$ cat src/hw/rtl/smalu_pkg.sv
// package for the stack machine integer alu
// command and status codes, cell and stack operation types, fsm states
// no dependencies
package smalu_pkg;

    localparam int DEF_STACK_DEPTH = 64;
    localparam int WORD_W          = 32;
    localparam int CMD_W           = 3;
    localparam int STATUS_W        = 2;
    localparam int COUNT_W         = 7;

    localparam logic [CMD_W-1:0] CMD_ADD  = 3'd0;
    localparam logic [CMD_W-1:0] CMD_SUB  = 3'd1;
    localparam logic [CMD_W-1:0] CMD_MUL  = 3'd2;
    localparam logic [CMD_W-1:0] CMD_DIV  = 3'd3;
    localparam logic [CMD_W-1:0] CMD_REM  = 3'd4;
    localparam logic [CMD_W-1:0] CMD_PUSH = 3'd5;

    localparam logic [STATUS_W-1:0] STAT_OK        = 2'd0;
    localparam logic [STATUS_W-1:0] STAT_UNDERFLOW = 2'd1;
    localparam logic [STATUS_W-1:0] STAT_OVERFLOW  = 2'd2;
    localparam logic [STATUS_W-1:0] STAT_DIVZERO   = 2'd3;

    typedef enum logic [1:0] {
        CELL_HOLD,
        CELL_DOWN,
        CELL_UP1,
        CELL_UP2
    } cell_op_t;

    typedef enum logic [2:0] {
        STK_HOLD,
        STK_PUSH,
        STK_POP1,
        STK_POP2,
        STK_COMBINE
    } stk_op_t;

    typedef enum logic [1:0] {
        S_IDLE,
        S_EXEC,
        S_DIV,
        S_DONE
    } state_t;

    typedef struct packed {
        logic start;
        logic want_rem;
    } div_ctl_t;

    function automatic logic [WORD_W-1:0] mag32(input logic [WORD_W-1:0] v);
        mag32 = v[WORD_W-1] ? (~v + WORD_W'(1)) : v;
    endfunction

endpackage

$ cat src/hw/rtl/smalu_cell.sv
// one stack cell: holds a word and takes it from a neighbor on shifts
// depends on smalu_pkg
module smalu_cell (
    input  logic                               aclk,
    input  smalu_pkg::cell_op_t                op,
    input  logic [smalu_pkg::WORD_W-1:0]       d_prev,
    input  logic [smalu_pkg::WORD_W-1:0]       d_next1,
    input  logic [smalu_pkg::WORD_W-1:0]       d_next2,
    output logic [smalu_pkg::WORD_W-1:0]       q
);
    import smalu_pkg::*;

    logic [WORD_W-1:0] word_reg;
    logic [WORD_W-1:0] word_next;

    always_comb begin
        unique case (op)
            CELL_HOLD: word_next = word_reg;
            CELL_DOWN: word_next = d_prev;
            CELL_UP1:  word_next = d_next1;
            CELL_UP2:  word_next = d_next2;
            default:   word_next = word_reg;
        endcase
    end

    always_ff @(posedge aclk) begin
        word_reg <= word_next;
    end

    assign q = word_reg;

endmodule

$ cat config.mk
export PLATFORM = sky130hd
export DESIGN_NAME = smalu_cell
export DESIGN_NICKNAME = d
export VERILOG_FILES = /design/src/hw/rtl/smalu_pkg.sv /design/src/hw/rtl/smalu_cell.sv
export SDC_FILE = /design/constraint.sdc
export NUM_CORES = 1
export LEC_CHECK = 0
export BUFFER_PORTS_ARGS = -buffer_cell sky130_fd_sc_hd__buf_2
export CAP_MARGIN = 20
export CORE_MARGIN = 10
export CORE_UTILIZATION = 25
export DETAILED_ROUTE_END_ITERATION = 7
export MAX_ROUTING_LAYER = met4
export PLACE_DENSITY = 0.52
export SYNTH_ARGS = -nofsm -noshare
export SYNTH_HDL_FRONTEND = slang
export SYNTH_SLANG_ARGS = --single-unit
$ cat constraint.sdc
create_clock -name aclk -period 1.4 [get_ports aclk]
set_input_delay 0.14 -clock aclk [delete_from_list [all_inputs] [get_ports aclk]]
set_output_delay 0.14 -clock aclk [all_outputs]
set_load 0.05 [all_outputs]
==> metrics.txt, run 1 <==
Synth Register Bits 32; setup violators final 0; Via density approximately 4.3; Syn Area/Cell around 12 um^2; CTS tree yes; DRT iter0 DRCs 32; crit-path leading delay family flip-flops; Hold Buf Count CTS 0; FMAX between 0.9 and 1 GHz; clock root buffer clkbuf_8; Pins Over Slew Limit 0; WHS Path Cells 3; crit end category output port; post-synth net total around 240; Sequential cell area roughly 960 um^2; initial antenna violation count 0; largest net degree at the start of global routing 33; DRC 0; most frequent cells after synthesis 32 x a21oi_1, 32 x edfxtp_1, 32 x mux2i_1, 32 x nor2_1; top cells by area, synth edfxtp_1 57%, mux2i_1 19%, a21oi_1 9.6%, nor2_1 7.2%, buf_12 3.6%; pwr dens between 1000 and 1500 nW/um^2; VDD IR max 0.000413 V; Worst-Margin Slew ~0.27 ns; Die ar. just over 10,000 um^2; multi-input combinational cell area slightly above 600 um^2; Worst Hold Class input port to flip-flop; asr flop ratio synth 0%; total setup buffers inserted after CTS 0; Final nets between 300 and 400; status finished, final reports clean; die width ~100 um; min Tclk post-route a little over 1 ns; Setup CP Type flip-flop to output port; DR pass1 iterations 4; CP max-delay cell edfxtp_1; Cell Area, Synth approximately 1700 um^2; setup_tns 0 ns; hold slack between 0.15 and 0.2 ns; routed len/inst between 10 and 15 um; finished layout cell area roughly 2500 um^2; Filler Cell Count 670; CTS sink cnt 32; Max-slew headroom between 80% and 90%; ys flop type edfxtp_1; diode count 0; fin util 38.3%; core area between 6000 and 7000 um^2; initial core utilization 26.0%; Synth top area share a little under three fifths; Synth cell types 10; Tot Pwr 2.72 mW; Cells after Synth 140; Cell Chain, Critical Path buf_2; I/O pin total roughly 130; Worst-path clk slew 0.07 ns; Longest Clk Path Bufs 2; area growth from synthesis to layout 47.2%; CP Data Required Time ~1.3 ns; Port Buf Inserts 130; yosys warns 0; number of flops mapped to enable cells by yosys 32; Max FO, Critical Path 1; first-pass GRT wire length ~7.4 mm; Worst Setup Start Kind flip-flop; max reg flops 32; RSZ-0062 raised after global routing false; share of cells above drive strength 1 between 50% and 60%; Rows 29; period utilisation layout approximately 72%; CTS Buf Count 5; total gr overflow 0; CP Data Arrival Time between 0.8 and 0.9 ns; via count approximately 1,500; Die Y about 100 um; Post-DP Area 2380 um^2; Worst Path Buf+Inv 1; hpwl dp between 4 and 5 mm; remaining antenna violation count 0; Fin. Hold Viols 0; Leak roughly 1.2 nW; Resized cells post-CTS 0; Routed WL a little over 5 mm; Synth area leader edfxtp_1; Placer Congestion around 0.70; H-tree levels 2; vias in the first global route roughly 1,600; maxcap violations 0; Levels on crit path 1; register area share after synthesis between 50% and 60%; Total GRT Usage around a tenth; max incr delay on CP approximately 0.33 ns
[worst paths after layout]
check  startpoint  slack (ns)  endpoint
max         q[24]        0.39     q[24]
min     d_prev[1]        0.18      q[1]
[routing by layer]
layer | vias to the layer above | GRT usage, % | share of wire, %
met5 | - | - | 0
li1 | 771 | - | -
met4 | 0 | 2.97 | 0.97
met2 | 76 | 15.2 | 46
met3 | 6 | 4.22 | 9.9
met1 | 633 | 10.2 | 43
[layout make-up]
type / count / share of cell area (%)
well taps: 77 / 3.91
repair buffers: 136 / 29.3
clock inverters: 1 / 0.203
clock buffers: 6 / 2.95
multi-input cells: 97 / 24.6
flip-flops and latches: 32 / 39.0
[power breakdown]
group | leakage [nW] | switching (mW) | internal (mW)
Combinational | 0.844 | 0.596 | 0.262
Clock | 0.0410 | 0.311 | 0.337
Sequential | 0.322 | 0.0226 | 1.19
Total | 1.21 | 0.930 | 1.79
[cell usage in the layout, fill, tap and decap left out]
cell type,instances
nor2_1,32
a21oi_1,32
buf_12,2
or2_2,1
buf_2,130
edfxtp_1,32
clkbuf_1,1
clkbuf_8,5
mux2i_1,32
clkinv_2,1
buf_4,4
[per-stage QoR]
stage | setup slack [ns] | instances
after CTS | 0.362 | 349
after global placement | 0.330 | 342
final | 0.391 | 349
after global routing | 0.324 | 349
after detailed placement | 0.287 | 342
after floorplan | 0.153 | 140
[kinds of logic (layout without fill, tap and decap cells)]
kind of cell,count (synthesis),count (layout),synth area share [%]
AND/OR/NAND/NOR,33,33,7.55
multiplexers,32,32,19.1
flip-flops,32,32,57.4
buffers and inverters,11,143,6.28
AO/OA/AOI/OAI,32,32,9.57
[worst min-delay path: cells and delay by family]
| kind | cells | cell delay (ns) |
|---|---|---|
| compound gates | 1 | 0.09 |
| simple gates | 1 | 0.03 |
| buf+inv | 1 | 0.07 |
Note: power is estimated with default switching activity, not from simulation.
==> run 2, diff against run 1 <==
Settings changed: ABC_AREA set to 1, PLACE_DENSITY 0.52 to 0.51.
Clock period 1.4 ns to 1.1 ns, I/O delays scaled along.
==> metrics.txt, run 2 <==
area growth from synthesis to layout 41.9%; Filler Cell Count about 750; Cell Area, Synth ~1700 um^2; top cells by area, synth edfxtp_1 55%, nand3_1 28%, nand2_1 7.1%, buf_6 6.5%, buf_4 1.7%; DRC 0; initial antenna violation count 0; asr flop ratio synth 0%; Via density roughly 4.7; Flop pwr share between 40% and 50%; DR pass1 iterations 4; diode count 0; Worst Path Buf+Inv 1; most common cell in the netlist nand3_1; Die Y between 100 and 150 um; switching power roughly 1.2 mW; Die ar. roughly 11,000 um^2; Cell Chain, Critical Path buf_2; hold slack ~0.12 ns; DRT iter0 DRCs 39; Longest Clk Path Bufs 2; most common cell after layout, fill and taps aside buf_2; Fin. Hold Viols 0; Synth area leader edfxtp_1; I/O pin total about 130; Total GRT Usage a little under an eighth; CP Data Arrival Time about 0.9 ns; Worst Hold Class input port to flip-flop; Max FO, Critical Path 1; Hold Buf Count CTS 0; die width ~100 um; Rows 30; Pins Over Slew Limit 0; setup violators final 0; setup_tns 0 ns; Synth Register Bits 32; pre-CTS setup slack 0.0764 ns; VDD IR max between 0.0004 and 0.0005 V; register area share after synthesis a little under three fifths; vias in the first global route between 1,500 and 2,000; Worst Setup SP q[7]; via count between 1,500 and 2,000; Setup CP Type flip-flop to output port; RSZ-0062 raised after global routing false; finished layout cell area 2460 um^2; Final WS setup 0.109 ns; Worst Setup Start Kind flip-flop; Synth cell types 8; maxcap violations 0; Final nets 405; number of flops mapped to enable cells by yosys 32; first-pass GRT wire length between 9 and 10 mm; max incr delay on CP 0.33 ns; Post-DP Area between 2000 and 2500 um^2; largest net degree at the start of global routing 39; crit-path leading delay family flip-flops; hpwl dp 4.69 mm; P_int roughly 2.3 mW; period utilisation layout around 90%; most frequent cells after synthesis 96 x nand3_1, 33 x nand2_1, 32 x edfxtp_1, 10 x buf_6, 4 x buf_4; Gate power share around a third; Worst Setup EP q[7]; total setup buffers inserted after CTS 0; Max-slew headroom 70.5%; Worst-Margin Slew between 0.4 and 0.5 ns; ys flop type edfxtp_1; Switching Fraction a little over a third; Levels on crit path 1; Leak around 1.2 nW; CTS tree yes; Resized cells post-CTS 0; total gr overflow 0; share of cells above drive strength 1 approximately 47%; status finished, final reports clean; crit end category output port; Worst-path clk slew roughly 0.06 ns; Port Buf Inserts 130; CP max-delay cell edfxtp_1; Clk pwr share 24.0%; min Tclk post-route between 0.9 and 1 ns; Placer Congestion about 0.77; initial core utilization between 20% and 30%; yosys warns 0; Syn Area/Cell just under 10 um^2; Cells after Synth 180; FMAX 1.01 GHz; CTS Buf Count 5; CP Data Required Time about 1 ns; Synth top area share between 50 and 60%; remaining antenna violation count 0; routed len/inst 15.8 um; clock root buffer clkbuf_8; H-tree levels 2; Routed WL 6.11 mm; core area approximately 6800 um^2; CTS sink cnt 32; most frequent cells in the layout 130 x buf_2, 96 x nand3_1, 32 x nand2_1, 32 x edfxtp_1, 6 x buf_4; max reg flops 32; post-synth net total around 280; pwr dens 1420 nW/um^2
==> run 2: changes by cell type after synthesis, moves of 9 or more <==
| cell | change |
|---|---|
| nor2_1 | -32 |
| nand2_1 | +33 |
| mux2i_1 | -32 |
| nand3_1 | +96 |
| buf_6 | +9 |
| a21oi_1 | -32 |
==> run 2: per-layer routing <==
layer  GRT usage, %  up-vias  part of all wire, %  routed length [um]
li1               -      900                    -                   -
met1           13.2      823                   41                2520
met2           18.5       82                   49                2990
met3           3.12        7                  8.1                 493
met4           4.60        0                  1.8                 110
met5              -        -                    0                   0
==> run 2: logic make-up after synthesis <==
| group | after synthesis | synth area share [%] |
|---|---|---|
| buffers and inverters | 19 | 9.68 |
| flip-flops | 32 | 55.5 |
| AND/OR/NAND/NOR | 129 | 34.9 |
==> run 2: power groups by stage <==
stage	sequential [mW]	clock [mW]	combinational [mW]
2_1_floorplan	2.10	0	0.255
3_5_place_dp	1.57	0	1.13
5_1_grt	1.56	0.931	1.19
6_report	1.55	0.841	1.11
4_1_cts	1.55	0.880	1.13
3_3_place_gp	1.57	0	1.12
==> run 2: worst min-delay path by stage <==
stage,from,endpoint,slack (ns),depth (start not counted)
final,d_prev[28],q[28],0.12,3
after global routing,d_prev[6],q[6],0.12,3
after CTS,d_prev[28],q[28],0.11,3
after detailed placement,d_prev[28],q[28],0.40,3
after global placement,d_prev[30],q[30],0.40,3
after floorplan,d_prev[28],q[28],0.31,2
==> run 2: cell type report <==
type / count / area, um^2 / area share, %
clock inverters: 1 / 3.75 / 0.153
multi-input cells: 129 / 612 / 24.9
well taps: 80 / 100 / 4.07
clock buffers: 7 / 76.3 / 3.10
flip-flops and latches: 32 / 961 / 39.1
inverters: 2 / 10.0 / 0.407
repair buffers: 136 / 696 / 28.3
==> run 2: stage by stage <==
stage                     power, mW  instances  utilization, %
after floorplan                2.36        180               -
after global placement         2.69        379            35.2
after detailed placement       2.70        379            35.2
after CTS                      3.56        387            36.4
after global routing           3.68        387            36.4
final                          3.50        387            36.4
