--- src/hw/rtl/smalu_pkg.sv ---
// package for the stack machine integer alu
// command and status codes, cell and stack operation types, fsm states
// no dependencies
package smalu_pkg;

    localparam int DEF_STACK_DEPTH = 64;
    localparam int WORD_W          = 32;
    localparam int CMD_W           = 3;
    localparam int STATUS_W        = 2;
    localparam int COUNT_W         = 7;

    localparam logic [CMD_W-1:0] CMD_ADD  = 3'd0;
    localparam logic [CMD_W-1:0] CMD_SUB  = 3'd1;
    localparam logic [CMD_W-1:0] CMD_MUL  = 3'd2;
    localparam logic [CMD_W-1:0] CMD_DIV  = 3'd3;
    localparam logic [CMD_W-1:0] CMD_REM  = 3'd4;
    localparam logic [CMD_W-1:0] CMD_PUSH = 3'd5;

    localparam logic [STATUS_W-1:0] STAT_OK        = 2'd0;
    localparam logic [STATUS_W-1:0] STAT_UNDERFLOW = 2'd1;
    localparam logic [STATUS_W-1:0] STAT_OVERFLOW  = 2'd2;
    localparam logic [STATUS_W-1:0] STAT_DIVZERO   = 2'd3;

    typedef enum logic [1:0] {
        CELL_HOLD,
        CELL_DOWN,
        CELL_UP1,
        CELL_UP2
    } cell_op_t;

    typedef enum logic [2:0] {
        STK_HOLD,
        STK_PUSH,
        STK_POP1,
        STK_POP2,
        STK_COMBINE
    } stk_op_t;

    typedef enum logic [1:0] {
        S_IDLE,
        S_EXEC,
        S_DIV,
        S_DONE
    } state_t;

    typedef struct packed {
        logic start;
        logic want_rem;
    } div_ctl_t;

    function automatic logic [WORD_W-1:0] mag32(input logic [WORD_W-1:0] v);
        mag32 = v[WORD_W-1] ? (~v + WORD_W'(1)) : v;
    endfunction

endpackage

--- src/hw/rtl/smalu_div.sv ---
// iterative radix-2 signed divider, truncating, one quotient bit per cycle
// depends on smalu_pkg
module smalu_div (
    input  logic                               aclk,
    input  logic                               aresetn,
    input  smalu_pkg::div_ctl_t                ctl,
    input  logic [smalu_pkg::WORD_W-1:0]       dividend,
    input  logic [smalu_pkg::WORD_W-1:0]       divisor,
    output logic                               done,
    output logic [smalu_pkg::WORD_W-1:0]       result
);
    import smalu_pkg::*;

    localparam int CNT_W = $clog2(WORD_W);

    logic              run_reg, run_next;
    logic              fin_reg, fin_next;
    logic              done_reg, done_next;
    logic [CNT_W-1:0]  cnt_reg, cnt_next;
    logic [WORD_W-1:0] rem_reg, rem_next;
    logic [WORD_W-1:0] quo_reg, quo_next;
    logic [WORD_W-1:0] dvs_reg, dvs_next;
    logic [WORD_W-1:0] res_reg, res_next;
    logic              neg_a_reg, neg_a_next;
    logic              neg_q_reg, neg_q_next;
    logic              want_rem_reg, want_rem_next;

    logic [WORD_W-1:0] shifted;
    logic [WORD_W:0]   trial;

    assign shifted = {rem_reg[WORD_W-2:0], quo_reg[WORD_W-1]};
    assign trial   = {1'b0, shifted} - {1'b0, dvs_reg};

    always_comb begin
        run_next      = run_reg;
        fin_next      = 1'b0;
        done_next     = 1'b0;
        cnt_next      = cnt_reg;
        rem_next      = rem_reg;
        quo_next      = quo_reg;
        dvs_next      = dvs_reg;
        res_next      = res_reg;
        neg_a_next    = neg_a_reg;
        neg_q_next    = neg_q_reg;
        want_rem_next = want_rem_reg;
        if (ctl.start) begin
            run_next      = 1'b1;
            cnt_next      = '0;
            rem_next      = '0;
            quo_next      = mag32(dividend);
            dvs_next      = mag32(divisor);
            neg_a_next    = dividend[WORD_W-1];
            neg_q_next    = dividend[WORD_W-1] ^ divisor[WORD_W-1];
            want_rem_next = ctl.want_rem;
        end else if (run_reg) begin
            if (!trial[WORD_W]) begin
                rem_next = trial[WORD_W-1:0];
                quo_next = {quo_reg[WORD_W-2:0], 1'b1};
            end else begin
                rem_next = shifted;
                quo_next = {quo_reg[WORD_W-2:0], 1'b0};
            end
            cnt_next = cnt_reg + CNT_W'(1);
            if (cnt_reg == CNT_W'(WORD_W - 1)) begin
                run_next = 1'b0;
                fin_next = 1'b1;
            end
        end else if (fin_reg) begin
            done_next = 1'b1;
            if (want_rem_reg) begin
                res_next = neg_a_reg ? (~rem_reg + WORD_W'(1)) : rem_reg;
            end else begin
                res_next = neg_q_reg ? (~quo_reg + WORD_W'(1)) : quo_reg;
            end
        end
    end

    always_ff @(posedge aclk) begin
        if (!aresetn) begin
            run_reg  <= 1'b0;
            fin_reg  <= 1'b0;
            done_reg <= 1'b0;
        end else begin
            run_reg  <= run_next;
            fin_reg  <= fin_next;
            done_reg <= done_next;
        end
        cnt_reg      <= cnt_next;
        rem_reg      <= rem_next;
        quo_reg      <= quo_next;
        dvs_reg      <= dvs_next;
        res_reg      <= res_next;
        neg_a_reg    <= neg_a_next;
        neg_q_reg    <= neg_q_next;
        want_rem_reg <= want_rem_next;
    end

    assign done   = done_reg;
    assign result = res_reg;

endmodule

--- config.mk ---
export PLATFORM = sky130hd
export DESIGN_NAME = smalu_div
export DESIGN_NICKNAME = d
export VERILOG_FILES = /design/src/hw/rtl/smalu_pkg.sv /design/src/hw/rtl/smalu_div.sv
export SDC_FILE = /design/constraint.sdc
export NUM_CORES = 1
export LEC_CHECK = 0
export BUFFER_PORTS_ARGS = -buffer_cell sky130_fd_sc_hd__clkbuf_2
export CAP_MARGIN = 20
export CORE_UTILIZATION = 30
export CTS_CLUSTER_SIZE = 40
export DETAILED_ROUTE_END_ITERATION = 7
export REMOVE_ABC_BUFFERS = 1
export SLEW_MARGIN = 40
export SYNTH_ARGS = -nofsm -noshare
export SYNTH_HDL_FRONTEND = slang
export SYNTH_SLANG_ARGS = --single-unit
--- constraint.sdc ---
create_clock -name aclk -period 5.8 [get_ports aclk]
set_input_delay 0.87 -clock aclk [delete_from_list [all_inputs] [get_ports aclk]]
set_output_delay 0.87 -clock aclk [all_outputs]
set_load 0.03 [all_outputs]
==> impl_metrics.json, run 1 <==
{
  "worst_pin_slew_ns": 0.823,
  "finalSetupViolations": 0,
  "fin_crit_sh_pct": 64.7,
  "dp_hpwl_um": 18200,
  "synth_edf_count": 99,
  "status": "finished clean",
  "wl_um": 24300,
  "synthArstFlopShare_pct": 0,
  "cts_hold_buf": 0,
  "fillers": 3225,
  "grtUsageTotal_pct": 14.9,
  "dp.cells": 1556,
  "worstReg2RegEnd": "rem_reg[26]$_SDFFE_PP0P_",
  "start_util_pct": 30.6,
  "clk-insertion-delay-late_ns": 0.43,
  "final_util_pct": 35.4,
  "fin_crit_ns": 3.76,
  "cts_tree": "done",
  "areaGrowthSynthToFinish_pct": 15.5,
  "post_cts_buffers": 0,
  "place_area_mm2": 0.0105,
  "max_stage_delay_ns": 0.57,
  "cellInternalPower_w": 0.00213,
  "clockBufferDepth": 2,
  "seqCellArea_mm2": 0.00377,
  "final_cell_mix": "nand2_1, nor2_1, edfxtp_1, clkbuf_2, a21oi_1",
  "antenna_found_initial": 0,
  "final_area_mm2": 0.0112,
  "ys_warn_count": 0,
  "p_clk_share_pct": 37.0,
  "rrSetupSlack_ns": 2.04,
  "cts_buffers": 17,
  "htreeDepth": 4,
  "power_frac_comb_pct": 23.0,
  "clock_skew_ns": 0.00947,
  "grt_pass1_wl_um": 39300,
  "arrival_ns": 4.09,
  "crit_type": "register to register",
  "crit_path_end_kind": "register",
  "die_width_um": 182,
  "synthesis.area_mm2": 0.00968,
  "diodes": 0,
  "r2r_cells": 12,
  "nNetsFinal": 1282,
  "stdcell_count": 1590,
  "crit_path_start": "quo_reg[31]$_DFFE_PP_",
  "min_path_cells": 1,
  "cp-start-kind": "register",
  "cts_root_buf": "clkbuf_16",
  "yosysSeqAreaShare_pct": 39.0,
  "wl_per_cell_um": 15.3,
  "antenna_left": 0,
  "gp_congestion": 0.842,
  "worstPathMaxFanout": 33,
  "clock-sinks": 139,
  "cp_slowest_cell": "or4_1",
  "drt_iter0_drc": 501,
  "whs_ns": 0.475,
  "portBuffers": 100,
  "vdd_ir_drop_max_uv": 245,
  "via_per_inst": 5.08,
  "layout_commonest_cell": "nand2_1",
  "hold_class": "register to register",
  "path_clk_slew_ns": 0.07,
  "synth_cells": 1100,
  "grt_start_max_net_pins": 79,
  "finalMaxSlewViolations": 0,
  "p_seq_share_pct": 40.0,
  "synth_flop_cell": "edfxtp_1",
  "r2r_start": "quo_reg[31]$_DFFE_PP_",
  "leakage_nw": 4.29,
  "multiInputGateArea_mm2": 0.00553,
  "num_rows": 65,
  "grt-ovfl-total": 0,
  "netSwitchingFraction_pct": 30.9,
  "slew_headroom_pct": 44.6,
  "die_y_um": 182,
  "crit_chain": "inv_1 > ha_1 > fa_1 > nand2b_1 > a21o_1 > a22o_1 > o31a_1 > o211ai_1 > nand2_1 > buf_4 > or4_1 > a311oi_1",
  "required_ns": 6.13,
  "post-route-drc-count": 0,
  "synth_cell_type_count": 57,
  "core-area_mm2": 0.0316,
  "ys_ff_latch": 139,
  "maxCapViolCount": 0,
  "drive_gt1_share_pct": 13.7,
  "dr.pass1.iters": 5,
  "cts_resized": 0,
  "timing.setup.tns_ns": 0,
  "grt_setup_unrepaired": "false",
  "num_vias": 8080,
  "grt_pass1_vias": 7707,
  "switchingPower_w": 0.000957,
  "syn_avg_cell_area_um2": 8.80,
  "fmax_ghz": 0.266,
  "dieArea_mm2": 0.0330,
  "hold_viol": 0,
  "ios": 101,
  "p_per_area_mw_per_mm2": 276,
  "crit_end": "rem_reg[26]$_SDFFE_PP0P_"
}
-- Yosys cell counts (4+ instances only) --
library cell | instances | area [µm²]
or3_1 | 15 | 93.8
o21a_1 | 8 | 60.1
nand2b_1 | 11 | 68.8
edfxtp_1 | 99 | 2970
a311oi_1 | 26 | 228
dfxtp_1 | 40 | 801
nor4_1 | 9 | 56.3
xor2_1 | 75 | 657
and3_1 | 6 | 37.5
o41ai_1 | 15 | 131
ha_1 | 38 | 475
a211oi_1 | 7 | 52.6
nor3_1 | 20 | 100
o21bai_1 | 6 | 45.0
a21oi_1 | 81 | 405
nand4_1 | 8 | 50.1
buf_1 | 8 | 30.0
and2_1 | 7 | 43.8
clkbuf_1 | 41 | 154
xnor2_1 | 71 | 622
a21o_1 | 11 | 82.6
or4_4 | 4 | 45.0
nand3_1 | 21 | 105
nor2_1 | 112 | 420
nand2_1 | 131 | 492
o211ai_1 | 6 | 45.0
mux2i_1 | 8 | 80.1
o21ai_0 | 64 | 320
o31ai_1 | 39 | 293
or4_1 | 13 | 97.6
inv_1 | 50 | 188
nor2b_1 | 8 | 50.1
-- power by group through the flow --
| stage | clock network [W] | registers, W | logic [W] |
|---|---|---|---|
| finish | 0.00115 | 0.00124 | 0.000711 |
| global placement | 0 | 0.00126 | 0.000695 |
| global route | 0.00121 | 0.00125 | 0.000804 |
| CTS | 0.00117 | 0.00124 | 0.000707 |
| detailed placement | 0 | 0.00126 | 0.000702 |
| floorplan | 0 | 0.00125 | 0.000498 |
-- cell type report --
type	count	share of cell area, %
sequential	139	33.7
multi-input combinational	859	49.5
inverter	50	1.68
tap	402	4.50
timing repair buffer	108	5.13
clock buffer	17	3.80
clock inverter	15	1.69
-- cells by family after synthesis --
kind of cell	synth area share, %
DFF	39.0
and+or+nand+nor	18.8
AOI/OAI and AO/OA	18.9
muxes	1.06
buffers and inverters	3.99
adders and majority gates	5.12
xor gates and xnor gates	13.2
-- worst max-delay path, delay by kind of cell, from the launching register on --
family	cells	cell delay [ns]
buf+inv	2	0.34
fa+ha+maj	2	0.61
simple gates	3	0.84
flops	1	0.51
compound gates	5	1.34
-- per-layer routing --
layer | track usage (%) | part of all wire [%]
met2 | 25.2 | 48
met4 | 4.68 | 1.4
met5 | 0 | 0
met3 | 2.55 | 2.8
met1 | 19.3 | 47
-- how the worst min path moves through the flow --
| stage | startpoint | endpoint |
|---|---|---|
| floorplan | fin_reg$_SDFF_PP0_ | done$_SDFF_PP0_ |
| global placement | fin_reg$_SDFF_PP0_ | done$_SDFF_PP0_ |
| detailed placement | fin_reg$_SDFF_PP0_ | done$_SDFF_PP0_ |
| CTS | fin_reg$_SDFF_PP0_ | done$_SDFF_PP0_ |
| global route | fin_reg$_SDFF_PP0_ | done$_SDFF_PP0_ |
| finish | fin_reg$_SDFF_PP0_ | done$_SDFF_PP0_ |
-- metrics by stage --
stage	setup WS, ns	power [W]
2_1_floorplan	2.27	0.00175
3_3_place_gp	1.82	0.00196
3_5_place_dp	1.95	0.00196
4_1_cts	2.02	0.00312
5_1_grt	1.76	0.00326
6_report	2.04	0.00309
Power figures use the tool's default switching activity.
==> run 2, diff against run 1 <==
--- a/config.mk
+++ b/config.mk
@@ -5,6 +5,7 @@
 export SDC_FILE = /design/constraint.sdc
 export NUM_CORES = 1
 export LEC_CHECK = 0
+export ABC_AREA = 1
 export BUFFER_PORTS_ARGS = -buffer_cell sky130_fd_sc_hd__clkbuf_2
 export CAP_MARGIN = 20
 export CORE_UTILIZATION = 30
==> constraint.sdc (replaced) <==
create_clock -name aclk -period 3.8 [get_ports aclk]
set_input_delay 0.57 -clock aclk [delete_from_list [all_inputs] [get_ports aclk]]
set_output_delay 0.57 -clock aclk [all_outputs]
set_load 0.03 [all_outputs]
==> run 2 against run 1 <==
Against the previous run:
- highest routed layer unchanged
- critical path type unchanged
- non-clock buffer count is 6 higher
- critical endpoint is now rem_reg[10]$_SDFFE_PP0P_
- combinational power up 16%
- clock power increased by 49%
- die area rose by 21%
==> impl_metrics.json, run 2 <==
{
  "status": "finished clean",
  "dp_hpwl_um": 30600,
  "clk-insertion-delay-late_ns": 0.44,
  "grtUsageTotal_pct": 19.1,
  "fillers": 4241,
  "synth_cells": 1824,
  "htreeDepth": 4,
  "antenna_left": 0,
  "fmax_ghz": 0.358,
  "cts_hold_buf": 0,
  "r2r_start": "quo_reg[31]$_DFFE_PP_",
  "seqCellArea_mm2": 0.00377,
  "grt_pass1_wl_um": 58100,
  "multiInputGateArea_mm2": 0.00650,
  "yosys-top-cells-area": "edfxtp_1, nand2_1, inv_1, nand3_1, dfxtp_1",
  "final_area_mm2": 0.0133,
  "netSwitchingFraction_pct": 30.4,
  "crit_end": "rem_reg[10]$_SDFFE_PP0P_",
  "num_vias": 11963,
  "crit_path_start": "quo_reg[31]$_DFFE_PP_",
  "p_seq_share_pct": 41.5,
  "die_width_um": 200,
  "yosys-top-cells-count": "nand2_1, inv_1, nand3_1",
  "synthesis.area_mm2": 0.0117,
  "drive_gt1_share_pct": 9.46,
  "hold_class": "input port to register",
  "crit_chain": "inv_1 > ha_1 > fa_1 > inv_1 > nand3_1 > nand2_1 > nand2_1 > nand2_1 > nand2_1 > nand2_1 > nand2_4 > nand2_8 > nand2_1 > nand3_1 > o21ai_0",
  "arrival_ns": 3.09,
  "p_per_area_mw_per_mm2": 325,
  "netlist.area_leader.share_pct": 25.3,
  "via_per_inst": 4.90,
  "r2r_cells": 15,
  "worst_pin_slew_ns": 0.812,
  "crit_type": "register to register",
  "crit_path_end_kind": "register",
  "timing.setup.tns_ns": 0,
  "synth_cell_type_count": 49,
  "nNetsFinal": 2018,
  "cts_tree": "done",
  "maxCapViolCount": 0,
  "drt_iter0_drc": 1096,
  "layout_commonest_cell": "nand2_1",
  "synth.most_common_cell": "nand2_1",
  "ys_ff_latch": 139,
  "yosys.area.top_type": "edfxtp_1",
  "synth_flop_cell": "edfxtp_1",
  "dp.cells": 2410,
  "finalSetupViolations": 0,
  "core-area_mm2": 0.0386,
  "clock_skew_ns": 0.0158,
  "start_util_pct": 30.3,
  "dr.pass1.iters": 7,
  "worstReg2RegEnd": "rem_reg[10]$_SDFFE_PP0P_",
  "synthArstFlopShare_pct": 0,
  "switchingPower_w": 0.00132,
  "cts_resized": 0,
  "syn_avg_cell_area_um2": 6.43,
  "areaGrowthSynthToFinish_pct": 13.7,
  "power.total_w": 0.00433,
  "cts_root_buf": "clkbuf_16",
  "required_ns": 4.10,
  "power_frac_comb_pct": 19.0,
  "grt_start_max_net_pins": 49,
  "finalMaxSlewViolations": 0,
  "num_rows": 72,
  "wl_um": 37600,
  "dieArea_mm2": 0.0399,
  "place_area_mm2": 0.0128,
  "antenna_found_initial": 0,
  "fin_crit_sh_pct": 73.5,
  "cp_slowest_cell": "fa_1",
  "ys_warn_count": 0,
  "p_clk_share_pct": 39.6,
  "ios": 101,
  "yosysSeqAreaShare_pct": 32.2,
  "stdcell_count": 2442,
  "slew_headroom_pct": 45.4,
  "leakage_nw": 6.71,
  "hold_viol": 0,
  "grt-ovfl-total": 0,
  "grt_setup_unrepaired": "false",
  "synth_edf_count": 99,
  "vdd_ir_drop_max_uv": 304,
  "post-route-drc-count": 0,
  "cellInternalPower_w": 0.00302,
  "clock-sinks": 139,
  "hold_start": "ctl[0]",
  "cp-start-kind": "register",
  "clockBufferDepth": 2,
  "final_cell_mix": "nand2_1, inv_1, nand3_1, nor2_1",
  "rrSetupSlack_ns": 1.01,
  "die_y_um": 200,
  "crit_path_frequent_cell": "nand2_1",
  "path_clk_slew_ns": 0.07,
  "max_stage_delay_ns": 0.41,
  "grt_pass1_vias": 10649,
  "post_cts_buffers": 0,
  "wl_per_cell_um": 15.4,
  "cts_buffers": 17,
  "worstPathMaxFanout": 33,
  "gp_congestion": 0.982,
  "fin_crit_ns": 2.79,
  "portBuffers": 100,
  "diodes": 0
}
## run 2: cell count changes in the layout (fill, tap and decap cells not counted), sizes merged, moves of 47 or more
cell and delta:
o21ai +56, nor2 +55, inv +267, nand3 +177
xor2 -47, nand2 +422, xnor2 -47
## run 2: worst max-delay path, delay by kind of cell, from the launching register on
| family | cells | cell delay, ns |
|---|---|---|
| buffers and inverters | 2 | 0.18 |
| AO/OA/AOI/OAI | 1 | 0.08 |
| AND/OR/NAND/NOR | 10 | 1.36 |
| flip-flops | 1 | 0.35 |
| adder cells (fa/ha/maj) | 2 | 0.64 |
## run 2: routing by layer
metal / vias up / GRT usage [%] / routed length, µm
li1: 6021 / - / -
met3: 49 / 2.41 / 2110
met1: 5519 / 27.1 / 18000
met5: - / 0 / 0
met2: 374 / 30.1 / 16700
met4: 0 / 5.57 / 805
## run 2: power groups by stage
stage          Sequential, W  Clock [W]  Combinational [W]
2_1_floorplan        0.00182          0           0.000501
3_3_place_gp         0.00183          0           0.000806
3_5_place_dp         0.00183          0           0.000810
4_1_cts              0.00180    0.00174           0.000813
5_1_grt              0.00181    0.00179           0.000919
6_report             0.00180    0.00171           0.000822
## run 2: cell families after synthesis
group | share of synthesized area (%)
AO/OA/AOI/OAI | 9.81
buffers and inverters | 12.4
flip-flops | 32.2
AND/OR/NAND/NOR | 37.5
adder cells (fa/ha/maj) | 4.22
XOR/XNOR | 3.88
## run 2: worst min-delay path by stage
stage                                to  cells past startpoint
6_report         want_rem_reg$_DFFE_PP_                      1
5_1_grt          want_rem_reg$_DFFE_PP_                      1
4_1_cts          want_rem_reg$_DFFE_PP_                      1
3_5_place_dp   rem_reg[31]$_SDFFE_PP0P_                      2
3_3_place_gp   rem_reg[31]$_SDFFE_PP0P_                      2
2_1_floorplan           done$_SDFF_PP0_                      2
## run 2: final cells by class
cell class                 count  area share, %
sequential                   139           28.3
timing repair buffer         114           4.60
inverter                     324           9.12
clock buffer                  20           3.27
tap                          518           4.86
clock inverter                12           1.10
multi-input combinational   1315           48.8
## run 2: through the flow
step | setup slack [ns] | hold slack [ns] | utilization, %
after floorplan | -0.262 | 0.423 | -
after global placement | 1.13 | 0.460 | 33.0
after detailed placement | 1.06 | 0.469 | 33.0
after CTS | 1.04 | 0.307 | 34.5
after global routing | 0.813 | 0.306 | 34.5
final | 1.01 | 0.321 | 34.5
==> run 3, diff against run 2 <==
==> constraint.sdc (replaced) <==
create_clock -name aclk -period 2.3 [get_ports aclk]
set_input_delay 0.345 -clock aclk [delete_from_list [all_inputs] [get_ports aclk]]
set_output_delay 0.345 -clock aclk [all_outputs]
set_load 0.03 [all_outputs]
==> run 3 against run 2 <==
Against the previous run:
- critical path depth unchanged
- fmax increased by 25%
- design area increased by 5.9%
- wire length increased by 6.0%
- largest cell class unchanged
- first-iteration DRC count increased by 3.0%
- total power increased by 66%
- hold slack got worse by 0.24 ns
- die area unchanged
- clock skew decreased by 0.0038 ns
==> impl_metrics.json, run 3 (synthesis gave the netlist of run 2 again) <==
{
  "required_ns": 2.65,
  "clockBufferDepth": 2,
  "antenna_found_initial": 0,
  "drt_iter0_drc": 1129,
  "hold_class": "input port to register",
  "cts_root_buf": "clkbuf_16",
  "fin_crit_ns": 2.23,
  "nNetsFinal": 2097,
  "cp-start-kind": "register",
  "switchingPower_w": 0.00222,
  "max_stage_delay_ns": 0.41,
  "cts_tree": "done",
  "layout_commonest_cell": "nand2_1",
  "crit_chain": "ha_2 > fa_2 > inv_1 > nand3_1 > nand2_1 > nand2_1 > nand2_1 > nand2_1 > nand2_2 > nand2_4 > nand2_8 > clkbuf_16 > nand3_2 > nand3_1 > nand2_1",
  "crit_type": "register to register",
  "status": "finished clean",
  "hold_viol": 0,
  "clock_skew_ns": 0.0119,
  "cts_hold_buf": 0,
  "grt_start_max_net_pins": 39,
  "dr.pass1.iters": 5,
  "p_per_area_mw_per_mm2": 508,
  "slew_headroom_pct": 58.2,
  "worst_pin_slew_ns": 0.620,
  "path_clk_slew_ns": 0.07,
  "num_vias": 12213,
  "dieArea_mm2": 0.0399,
  "crit_path_end_kind": "register",
  "drive_gt1_share_pct": 14.5,
  "grt-ovfl-total": 0,
  "leakage_nw": 7.12,
  "num_rows": 72,
  "power.total_w": 0.00718,
  "cts_buffers": 17,
  "p_seq_share_pct": 41.4,
  "htreeDepth": 4,
  "power_frac_comb_pct": 20.4,
  "worstPathMaxFanout": 7,
  "finalMaxSlewViolations": 0,
  "rrSetupSlack_ns": 0.07,
  "finalSetupViolations": 0,
  "post-route-drc-count": 0,
  "maxCapViolCount": 0,
  "grt_pass1_vias": 11019,
  "start_util_pct": 30.3,
  "wl_um": 39900,
  "portBuffers": 100,
  "clock-sinks": 139,
  "fin_crit_sh_pct": 97.1,
  "crit_path_frequent_cell": "nand2_1",
  "grt_pass1_wl_um": 60200,
  "cellInternalPower_w": 0.00496,
  "p_clk_share_pct": 38.2,
  "netSwitchingFraction_pct": 31.0,
  "vdd_ir_drop_max_uv": 542,
  "gp_congestion": 0.993,
  "wl_per_cell_um": 15.8,
  "dp_hpwl_um": 32600,
  "areaGrowthSynthToFinish_pct": 20.4,
  "ios": 101,
  "cp_slowest_cell": "edfxtp_1",
  "whs_ns": 0.0852,
  "fmax_ghz": 0.448,
  "die_width_um": 200,
  "final_cell_mix": "nand2_1, inv_1, nand3_1, nor2_1",
  "grtUsageTotal_pct": 20.0,
  "antenna_left": 0,
  "via_per_inst": 4.84,
  "diodes": 0,
  "grt_setup_unrepaired": "true",
  "core-area_mm2": 0.0386,
  "arrival_ns": 2.58,
  "die_y_um": 200,
  "clk-insertion-delay-late_ns": 0.45
}
-- run 3: cell count changes in the layout (fill, tap and decap cells not counted), moves of 4 or more --
cell | before | now
buf_4 | 13 | 83
nand2_1 | 551 | 543
nand2_2 | 1 | 9
buf_12 | 0 | 6
ha_1 | 38 | 32
clkinvlp_4 | 1 | 6
nor2_1 | 163 | 158
nor2_2 | 3 | 8
a21oi_1 | 62 | 58
a21oi_2 | 0 | 4
-- run 3: through the flow --
step	worst slack (ns)	instances	TNS, ns	area [µm²]	util [%]
finish	0.0664	2521	0	14100	36.5
global route	-0.0475	2521	-0.876	14100	36.5
CTS	0.0130	2516	0	13900	36.0
detailed placement	0.0291	2484	0	13400	34.5
global placement	0.0569	2484	0	13400	34.5
floorplan	-1.54	1778	-50.80	11500	-
-- run 3: power by group through the flow --
stage                     registers [W]  logic (W)  clock network, W
after global placement          0.00302    0.00141                 0
after detailed placement        0.00302    0.00142                 0
after floorplan                 0.00301   0.000828                 0
after CTS                       0.00297    0.00143           0.00278
final                           0.00297    0.00147           0.00274
after global routing            0.00299    0.00163           0.00287
-- run 3: final timing paths --
| path | startpoint | to | depth (start not counted) |
|---|---|---|---|
| worst max register to register | dvs_reg[0]$_DFFE_PP_ | rem_reg[19]$_SDFFE_PP0P_ | 15 |
| worst max-delay path | dvs_reg[0]$_DFFE_PP_ | rem_reg[19]$_SDFFE_PP0P_ | 15 |
| worst min-delay path | ctl[0] | want_rem_reg$_DFFE_PP_ | 1 |
| worst min register to register | rem_reg[31]$_SDFFE_PP0P_ | rem_reg[31]$_SDFFE_PP0P_ | 2 |
-- run 3: area by class of cell --
class,count,area (µm²)
multi-input combinational,1316,6620
fill,4188,24500
tap,518,648
timing repair buffer,192,1290
inverter,324,1220
clock inverter,14,150
sequential,139,3770
clock buffer,18,429
-- run 3: routing by layer --
layer / GRT usage (%) / vias to the layer above / share of wire, %
met1: 28.2 / 5629 / 48
met4: 6.05 / 0 / 2.0
met3: 2.77 / 34 / 5.6
met5: 0 / - / 0
met2: 31.3 / 362 / 44
li1: - / 6188 / -
-- run 3: what timing repair did --
item / CTS / global route
resized for setup: 0 / 34
endpoints found under the setup margin: 0 / 38
setup buffers: 0 / 3
-- run 3: worst max-delay path, delay by kind of cell, from the launching register on --
kind	cells	cell delay, ns
DFF	1	0.41
adders and majority gates	2	0.55
buffers and inverters	2	0.26
and+or+nand+nor	11	0.90
